**src/okl_pkg.sv**
```systemverilog
`timescale 1ns / 1ps
// Types and codes shared by the ordered keyed list block.
// No dependencies; compile before all other files of the block.
package okl_pkg;

    localparam int KEY_W  = 16;
    localparam int DATA_W = 32;
    localparam int POS_W  = 6;
    localparam int CNT_W  = 7;
    localparam int SLOT_W = KEY_W + DATA_W;

    typedef enum logic [1:0] {
        REQ_APPEND = 2'd0,
        REQ_REMOVE = 2'd1,
        REQ_FIND   = 2'd2,
        REQ_READ   = 2'd3
    } t_req_kind;

    typedef enum logic [1:0] {
        ST_OK        = 2'd0,
        ST_NOT_FOUND = 2'd1,
        ST_FULL      = 2'd2,
        ST_BAD_POS   = 2'd3
    } t_status;

    typedef struct packed {
        t_req_kind          req_type;
        logic [KEY_W-1:0]   key;
        logic [DATA_W-1:0]  entry_data;
        logic [POS_W-1:0]   position;
    } t_req_item;

    typedef struct packed {
        t_status            status;
        logic [DATA_W-1:0]  found_data;
        logic [KEY_W-1:0]   found_key;
        logic [CNT_W-1:0]   entry_count;
    } t_rsp_item;

endpackage

```
**src/okl_ifs.sv**
```systemverilog
`timescale 1ns / 1ps
// Valid/ready channel interfaces for requests and responses.
// Depends on okl_pkg.
interface okl_req_if;
    import okl_pkg::*;
    logic      valid;
    logic      ready;
    t_req_item payload;
    modport source (output valid, output payload, input ready);
    modport sink   (input valid, input payload, output ready);
endinterface

interface okl_rsp_if;
    import okl_pkg::*;
    logic      valid;
    logic      ready;
    t_rsp_item payload;
    modport source (output valid, output payload, input ready);
    modport sink   (input valid, input payload, output ready);
endinterface

```
**src/ordered_keyed_list.sv**
```systemverilog
`timescale 1ns / 1ps
// Ordered keyed list: top level with request sequencer and result register.
// Depends on okl_pkg, okl_req_if, okl_rsp_if and okl_store.
//
// Usage: requests arrive on i_req (append, remove by key, find by key,
// read at position); each request gives exactly one response on o_rsp,
// carrying a status, the entry returned and the entry count afterwards.
// A transfer happens on a channel when valid and ready are both high.
// The block works on one request at a time: i_req.ready is high only when
// no request is in flight and no response waits.
// Handling of each kind, from request transfer to response valid:
//   append, or any request rejected at once (full, bad position,
//   remove/find on an empty list): straight to the response register
//   read at position: one slot read through the storage read port
//   find: slots compared one by one until the first match or the end
//   remove: as find, then entries moved up one place to close the gap
// Every slot read goes through the single read port of the storage, and
// each compare or move has a read state then a use state (S_RD/S_CMP,
// S_SHRD/S_SHWR); that sets the order of steps above.
// Reset (synchronous, active low) empties the list; slot contents are not
// cleared, since no request can reach a slot past the count.
// A stalled receiver holds the response in its register and the block
// takes no new request until that response transfers.
module ordered_keyed_list #(
    parameter int CAPACITY = 64
) (
    input  logic       i_clk,
    input  logic       i_rst_n,
    okl_req_if.sink    i_req,
    okl_rsp_if.source  o_rsp
);
    import okl_pkg::*;

    localparam int IW = (CAPACITY > 1) ? $clog2(CAPACITY) : 1;
    localparam int CW = $clog2(CAPACITY + 1);
    localparam int XW = (CW > POS_W) ? CW : POS_W;

    typedef enum logic [5:0] {
        S_IDLE = 6'b000001,
        S_RD   = 6'b000010,
        S_CMP  = 6'b000100,
        S_SHRD = 6'b001000,
        S_SHWR = 6'b010000,
        S_OUT  = 6'b100000
    } t_state;

    t_state             r_state, n_state;
    logic [CW-1:0]      r_count, n_count;
    logic [IW-1:0]      r_idx, n_idx;
    t_req_kind          r_kind, n_kind;
    logic [KEY_W-1:0]   r_key, n_key;
    t_status            r_status, n_status;
    logic [DATA_W-1:0]  r_fdata, n_fdata;
    logic [KEY_W-1:0]   r_fkey, n_fkey;

    logic               mem_we;
    logic [IW-1:0]      mem_waddr;
    logic [SLOT_W-1:0]  mem_wdata;
    logic [IW-1:0]      mem_raddr;
    logic [SLOT_W-1:0]  mem_rdata;
    logic [KEY_W-1:0]   rd_key;
    logic [DATA_W-1:0]  rd_data;
    logic [CW-1:0]      idx_p1;
    logic [CW-1:0]      idx_p2;
    logic               req_xfer;

    okl_store #(
        .DEPTH (CAPACITY),
        .AW    (IW),
        .DW    (SLOT_W)
    ) u_store (
        .i_clk   (i_clk),
        .i_we    (mem_we),
        .i_waddr (mem_waddr),
        .i_wdata (mem_wdata),
        .i_raddr (mem_raddr),
        .o_rdata (mem_rdata)
    );

    assign rd_key   = mem_rdata[SLOT_W-1:DATA_W];
    assign rd_data  = mem_rdata[DATA_W-1:0];
    assign idx_p1   = CW'(r_idx) + CW'(1);
    assign idx_p2   = CW'(r_idx) + CW'(2);
    assign req_xfer = i_req.valid && i_req.ready;

    // Read the next slot while moving entries up, else the scan slot.
    assign mem_raddr = (r_state == S_SHRD) ? IW'(idx_p1) : r_idx;

    assign i_req.ready                 = (r_state == S_IDLE);
    assign o_rsp.valid                 = (r_state == S_OUT);
    assign o_rsp.payload.status        = r_status;
    assign o_rsp.payload.found_data    = r_fdata;
    assign o_rsp.payload.found_key     = r_fkey;
    assign o_rsp.payload.entry_count   = CNT_W'(r_count);

    always_comb begin
        n_state   = r_state;
        n_count   = r_count;
        n_idx     = r_idx;
        n_kind    = r_kind;
        n_key     = r_key;
        n_status  = r_status;
        n_fdata   = r_fdata;
        n_fkey    = r_fkey;
        mem_we    = 1'b0;
        mem_waddr = r_idx;
        mem_wdata = mem_rdata;

        case (r_state)
            S_IDLE: begin
                if (req_xfer) begin
                    n_kind   = i_req.payload.req_type;
                    n_key    = i_req.payload.key;
                    n_status = ST_OK;
                    n_fdata  = '0;
                    n_fkey   = '0;
                    n_idx    = '0;
                    case (i_req.payload.req_type)
                        REQ_APPEND: begin
                            n_state = S_OUT;
                            if (r_count >= CW'(CAPACITY)) begin
                                n_status = ST_FULL;
                            end else begin
                                // Place the new entry at the tail.
                                mem_we    = 1'b1;
                                mem_waddr = IW'(r_count);
                                mem_wdata = {i_req.payload.key, i_req.payload.entry_data};
                                n_count   = r_count + CW'(1);
                            end
                        end
                        REQ_READ: begin
                            if (XW'(i_req.payload.position) >= XW'(r_count)) begin
                                n_status = ST_BAD_POS;
                                n_state  = S_OUT;
                            end else begin
                                n_idx   = IW'(i_req.payload.position);
                                n_state = S_RD;
                            end
                        end
                        REQ_REMOVE, REQ_FIND: begin
                            if (r_count == '0) begin
                                n_status = ST_NOT_FOUND;
                                n_state  = S_OUT;
                            end else begin
                                n_state = S_RD;
                            end
                        end
                        default: begin
                            n_state = S_OUT;
                        end
                    endcase
                end
            end
            S_RD: begin
                n_state = S_CMP;
            end
            S_CMP: begin
                if (r_kind == REQ_READ) begin
                    n_fdata = rd_data;
                    n_fkey  = rd_key;
                    n_state = S_OUT;
                end else if (rd_key == r_key) begin
                    n_fdata = rd_data;
                    n_fkey  = rd_key;
                    if (r_kind == REQ_REMOVE) begin
                        if (idx_p1 < r_count) begin
                            n_state = S_SHRD;
                        end else begin
                            n_count = r_count - CW'(1);
                            n_state = S_OUT;
                        end
                    end else begin
                        n_state = S_OUT;
                    end
                end else if (idx_p1 >= r_count) begin
                    n_status = ST_NOT_FOUND;
                    n_state  = S_OUT;
                end else begin
                    n_idx   = IW'(idx_p1);
                    n_state = S_RD;
                end
            end
            S_SHRD: begin
                n_state = S_SHWR;
            end
            S_SHWR: begin
                // Move the successor up one place, then advance.
                mem_we    = 1'b1;
                mem_waddr = r_idx;
                mem_wdata = mem_rdata;
                n_idx     = IW'(idx_p1);
                if (idx_p2 < r_count) begin
                    n_state = S_SHRD;
                end else begin
                    n_count = r_count - CW'(1);
                    n_state = S_OUT;
                end
            end
            S_OUT: begin
                if (o_rsp.ready) begin
                    n_state = S_IDLE;
                end
            end
            default: begin
                n_state = S_IDLE;
            end
        endcase
    end

    always_ff @(posedge i_clk) begin
        if (!i_rst_n) begin
            r_state <= S_IDLE;
            r_count <= '0;
        end else begin
            r_state <= n_state;
            r_count <= n_count;
        end
    end

    always_ff @(posedge i_clk) begin
        r_idx    <= n_idx;
        r_kind   <= n_kind;
        r_key    <= n_key;
        r_status <= n_status;
        r_fdata  <= n_fdata;
        r_fkey   <= n_fkey;
    end
endmodule

```
**src/okl_store.sv**
```systemverilog
`timescale 1ns / 1ps
// Slot storage: one write port, one read port with registered read data.
// Depends on nothing; used by ordered_keyed_list.
module okl_store #(
    parameter int DEPTH = 64,
    parameter int AW    = 6,
    parameter int DW    = 48
) (
    input  logic          i_clk,
    input  logic          i_we,
    input  logic [AW-1:0] i_waddr,
    input  logic [DW-1:0] i_wdata,
    input  logic [AW-1:0] i_raddr,
    output logic [DW-1:0] o_rdata
);
    logic [DW-1:0] r_mem [DEPTH];
    logic [DW-1:0] r_rdata;

    always_ff @(posedge i_clk) begin
        if (i_we) begin
            r_mem[i_waddr] <= i_wdata;
        end
        r_rdata <= r_mem[i_raddr];
    end

    assign o_rdata = r_rdata;
endmodule

```
**src/flat_wrapper.sv**
```systemverilog
// flat-port wrapper written by rule: the top's interface ports become plain ports
module ordered_keyed_list_flat import okl_pkg::*;
#(
    parameter int CAPACITY = 64
)
  (i_clk, i_rst_n, i_req_valid, i_req_payload, i_req_ready, o_rsp_valid, o_rsp_payload, o_rsp_ready);
  okl_req_if i_req_i ();
  okl_rsp_if o_rsp_i ();
  input  logic i_clk;
  input  logic i_rst_n;
  input wire logic [$bits(i_req_i.valid)-1:0] i_req_valid;
  input wire logic [$bits(i_req_i.payload)-1:0] i_req_payload;
  output wire logic [$bits(i_req_i.ready)-1:0] i_req_ready;
  output wire logic [$bits(o_rsp_i.valid)-1:0] o_rsp_valid;
  output wire logic [$bits(o_rsp_i.payload)-1:0] o_rsp_payload;
  input wire logic [$bits(o_rsp_i.ready)-1:0] o_rsp_ready;
  assign i_req_i.valid = i_req_valid;
  assign i_req_i.payload = i_req_payload;
  assign i_req_ready = i_req_i.ready;
  assign o_rsp_valid = o_rsp_i.valid;
  assign o_rsp_payload = o_rsp_i.payload;
  assign o_rsp_i.ready = o_rsp_ready;
  ordered_keyed_list #(.CAPACITY(CAPACITY)) u_core (.i_clk(i_clk), .i_rst_n(i_rst_n), .i_req(i_req_i), .o_rsp(o_rsp_i));
endmodule
```
**config.mk**
```make
export PLATFORM = sky130hd
export DESIGN_NAME = ordered_keyed_list_flat
export DESIGN_NICKNAME = d
export VERILOG_FILES = /design/src/okl_pkg.sv /design/src/okl_ifs.sv /design/src/ordered_keyed_list.sv /design/src/okl_store.sv /design/src/flat_wrapper.sv
export SDC_FILE = /design/constraint.sdc
export NUM_CORES = 2
export LEC_CHECK = 0
export ABC_AREA = 0
export BUFFER_PORTS_ARGS = -buffer_cell sky130_fd_sc_hd__buf_2
export CORE_UTILIZATION = 30
export DETAILED_ROUTE_END_ITERATION = 10
export GPL_TIMING_DRIVEN = 0
export PLACE_DENSITY = 0.55
export SYNTH_ARGS = -nofsm -noshare
export SYNTH_HDL_FRONTEND = slang
export SYNTH_SLANG_ARGS = --single-unit
```
**constraint.sdc**
```tcl
create_clock -name i_clk -period 5.5 [get_ports i_clk]
set_input_delay 1.1 -clock i_clk [delete_from_list [all_inputs] [get_ports i_clk]]
set_output_delay 1.1 -clock i_clk [all_outputs]
set_load 0.05 [all_outputs]
```
==> metrics.md <==
| Metric | Value |
|---|---|
| GR Overflow Total | `0` |
| Max capacitance violation total | `2` |
| CP Launch Type | `register` |
| Worst hold path class | `primary input to register` |
| Final Hold Fails | `0` |
| Reg-to-reg slack, setup | `-0.30 ns` |
| CP Class | `register to register` |
| CTS buffer count | `322` |
| Top Ports | `about 120` |
| Most frequent CP cell | `buf_2` |
| Worst setup margin | `-0.2960 ns` |
| GRT Total Usage | `between 20% and 30%` |
| Root Driver | `clkbuf_16` |
| Post-synth EDFFs | `3,146` |
| Mapped Cells | `roughly 9,000` |
| Final core utilization | `between 30 and 40%` |
| Port buffer count | `118` |
| Max-slew headroom | `-1.144%` |
| Distinct cell type count of the synthesized netlist | `between 70 and 80` |
| Slowest stage delay, CP | `0.86 ns` |
| Leak | `approximately 48 nW` |
| Yosys warns | `0` |
| Worst Hold Launch | `i_req_payload[50]` |
| Layout area overhead | `17.70%` |
| CP endpoint kind | `register` |
| Fraction of layout instances using a drive strength above 1 | `11.61%` |
| Vias per cell | `5.671` |
| CP max FO | `10` |
| # H-tree levels | `5` |
| Unrepaired setup endpoints after global routing | `yes` |
| Failing checks | `max-capacitance violations, max-slew violations, negative setup slack` |
| Slew Limit Fails | `15` |
| Initial Utilization | `between 30% and 40%` |
| Post-CTS Hold Buffers | `0` |
| Worst path slowest cell | `o2111a_1` |
| Post-CTS sizing | `5` |
| Register area share after synthesis | `74.84%` |
| WP data required | `~6.2 ns` |
| DR vias | `between 80,000 and 90,000` |
| Fillers | `40,828` |
| Clk slew on worst S/H paths | `0.06 ns` |
| First-pass GRT wire length | `679,400 microns` |
| DP Cell Count | `approximately 15,000` |
| Global placement routability congestion | `approximately 0.93` |
| Nets@finish | `a little under 10,000` |
| Max IR drop VDD | `approximately 360 uV` |
| Die width | `about 650 microns` |
| CP cell instances | `nor4_4 -> a21oi_2 -> buf_2 -> buf_2 -> nor2_4 -> buf_2 -> mux2_2 -> o2111ai_1 -> o2111a_1 -> nand4_1` |
| FF+latch count, synth | `roughly 3,200` |
| TNS Setup | `-1.802 ns` |
| WL/cell | `between 30 and 40 microns` |
| DPL Wire Length | `approximately 350,000 microns` |
| # setup viols final | `17` |
| Drt first pass iters | `8` |
| Die area | `428,800 sq um` |
| Post-Route Skew | `0.03964 ns` |
| Initial DRC count | `15,425` |
| Net Count, Synth | `9,332` |
| Placed Area | `140,100 sq um` |
| Data arrival, critical path | `approximately 6.4 ns` |
| Syn Std Cell Area | `approximately 130,000 sq um` |
| Non-Filler Instances | `between 15,000 and 20,000` |
| Slew at the pin closest to its max-slew limit | `around 1.5 ns` |
| Final Critical Period | `between 5 and 6 ns` |
| FFs w/ async S/R, synth | `0%` |
| FF-to-FF Start | `u_core.r_state[5]$_SDFFE_PN0P_` |
| Status | `finished with violations` |
| Total Wirelength | `slightly above 500,000 microns` |
| Initial antenna violation count | `100` |
| Setup Buffers After CTS | `0` |
| Power Dens Cells | `about 480 nW/um^2` |
| Ys flop type | `edfxtp_1` |
| DP Worst Slack | `-0.5602 ns` |
| Number of global-route vias before repair | `between 80,000 and 90,000` |
| Final instance area | `around 150,000 sq um` |
| Routed Antenna Nets | `0` |
| Peak Freq | `between 150 and 200 MHz` |
| TritonCTS clock tree | `yes` |
| Core area | `approximately 420,000 sq um` |
| DRC violations left | `0` |
| Clk sinks | `~3,200` |
| Buffer levels on the longest clock path | `4` |
| CP Launch Point | `u_core.r_state[5]$_SDFFE_PN0P_` |
| Rows | `between 200 and 250` |
| Worst skew pair latency | `a little over 0.9 ns` |
| Largest net degree at the start of global routing | `65` |
| Chip height | `654.9 microns` |
| Final Cycle Share | `105.4%` |
| Mean post-synth cell area | `approximately 14 sq um` |
==> final cells by class <==
type | instances | area (sq um) | share of cell area, %
Antenna cell | 32 | 80.08 | 0.05321
Buffer | 752 | 3231 | 2.147
Clock buffer | 415 | 8730 | 5.800
Clock inverter | 156 | 1503 | 0.9984
Inverter | 22 | 82.58 | 0.05487
Multi-Input combinational cell | 5260 | 29590 | 19.66
Sequential cell | 3207 | 95690 | 63.58
Tap cell | 5663 | 7086 | 4.708
Timing Repair Buffer | 290 | 4509 | 2.996
==> cells in the final DEF (no fill, tap or decap), drive strengths merged, types with 19 or more instances in the layout <==
master and count:
ha 30, a32oi 49, bufinv 28, o2111a 48, clkinv 112, a211oi 97
and2 52, clkbuf 904, dfxtp 61, a21boi 96, nand4 202, buf 551
and4 50, o2111ai 52, edfxtp 3146, nor2 77, a31oi 386, o21ai 827
mux2i 54, xor2 19, nand3 1802, nand4b 96, nand2 1100, mux2 97
inv 33, diode 32
==> cell usage after synthesis (all sizes together), types with 2 or more instances <==
cell	n	share of area, %
and4	50	0.34
xnor2	10	0.068
xor2	19	0.13
nand3b	2	0.012
o21a	6	0.035
mux2	97	0.85
mux2i	54	0.42
a21oi	16	0.066
a32oi	49	0.34
o31a	2	0.014
o2111a	48	0.42
nor3	4	0.024
nor2	77	0.23
clkbuf	489	1.4
a21o	7	0.041
buf	263	1.1
o21bai	2	0.012
o2bb2ai	5	0.034
nand4b	96	0.66
o221ai	2	0.019
a31oi	386	1.9
edfxtp	3146	74
dfxtp	61	0.96
o2111ai	52	0.36
nor4	9	0.061
a211oi	97	0.57
ha	30	0.29
and2	52	0.25
and3	4	0.020
o311ai	3	0.021
o31ai	8	0.058
a21boi	96	0.56
nand3	1802	7.1
o22ai	4	0.020
nand2b	4	0.020
nand4	202	0.99
a311oi	2	0.014
or2	3	0.015
nor2b	13	0.064
o211ai	8	0.059
inv	21	0.062
or4	3	0.023
o21ai	827	3.2
nand2	1100	3.2
==> sequential cells by signal (all words and copies together) (netlist names) <==
name / count
u_core.u_store.o_rdata: 48
u_core.r_count: 7
u_core.r_idx: 6
u_core.r_kind: 2
u_core.r_fdata: 32
u_core.r_fkey: 16
u_core.u_store.r_mem: 3072
u_core.r_key: 16
u_core.r_state: 6
u_core.r_status: 2
==> kinds of logic (layout without fill, tap and decap cells) <==
family	after synthesis	in the layout	synth area share, %
XOR/XNOR	29	29	0.1986
flip-flops	3207	3207	74.84
AND/OR/NAND/NOR	3424	3424	13.02
buffers and inverters	774	1635	2.552
multiplexers	151	151	1.277
adder cells (fa/ha/maj)	31	31	0.3092
AO/OA/AOI/OAI	1625	1625	7.810
other	0	32	0
==> report_power, final <==
| part | total (mW) | switching [mW] | internal [mW] |
|---|---|---|---|
| Combinational | 19.9 | 16.0 | 3.91 |
| Clock | 22.1 | 9.60 | 12.5 |
| Sequential | 31.0 | 0.294 | 30.7 |
==> path summary, 6_finish.rpt <==
check | end | depth (start not counted)
max | u_core.u_store.o_rdata[19]$_DFF_P_ | 10
max reg2reg | u_core.u_store.o_rdata[19]$_DFF_P_ | 10
min | u_core.r_key[12]$_DFFE_PP_ | 1
min reg2reg | u_core.r_fdata[2]$_SDFFCE_PN0P_ | 1
==> through the flow <==
step | hold WS, ns | power (mW)
3_3_place_gp | 0.5320 | 49.47
2_1_floorplan | 0.5003 | 39.29
5_1_grt | 0.3747 | 74.17
3_5_place_dp | 0.5158 | 50.52
4_1_cts | 0.3422 | 72.22
6_report | 0.3850 | 72.96
==> worst max-delay path: cells and delay by family (launching register included) <==
kind	cells	cell delay, ns
AOI/OAI and AO/OA	3	1.90
buffers and inverters	3	1.22
DFF	1	0.40
muxes	1	0.38
and+or+nand+nor	3	1.55
==> per-layer routing <==
metal	up-vias	share of wire, %	global-route usage, %
met1	45232	38	30.79
met4	24	5.4	10.93
li1	37084	-	-
met2	6233	42	33.01
met3	1019	14	7.011
met5	-	0.034	0
No activity file was read; power rests on OpenSTA's default activity.
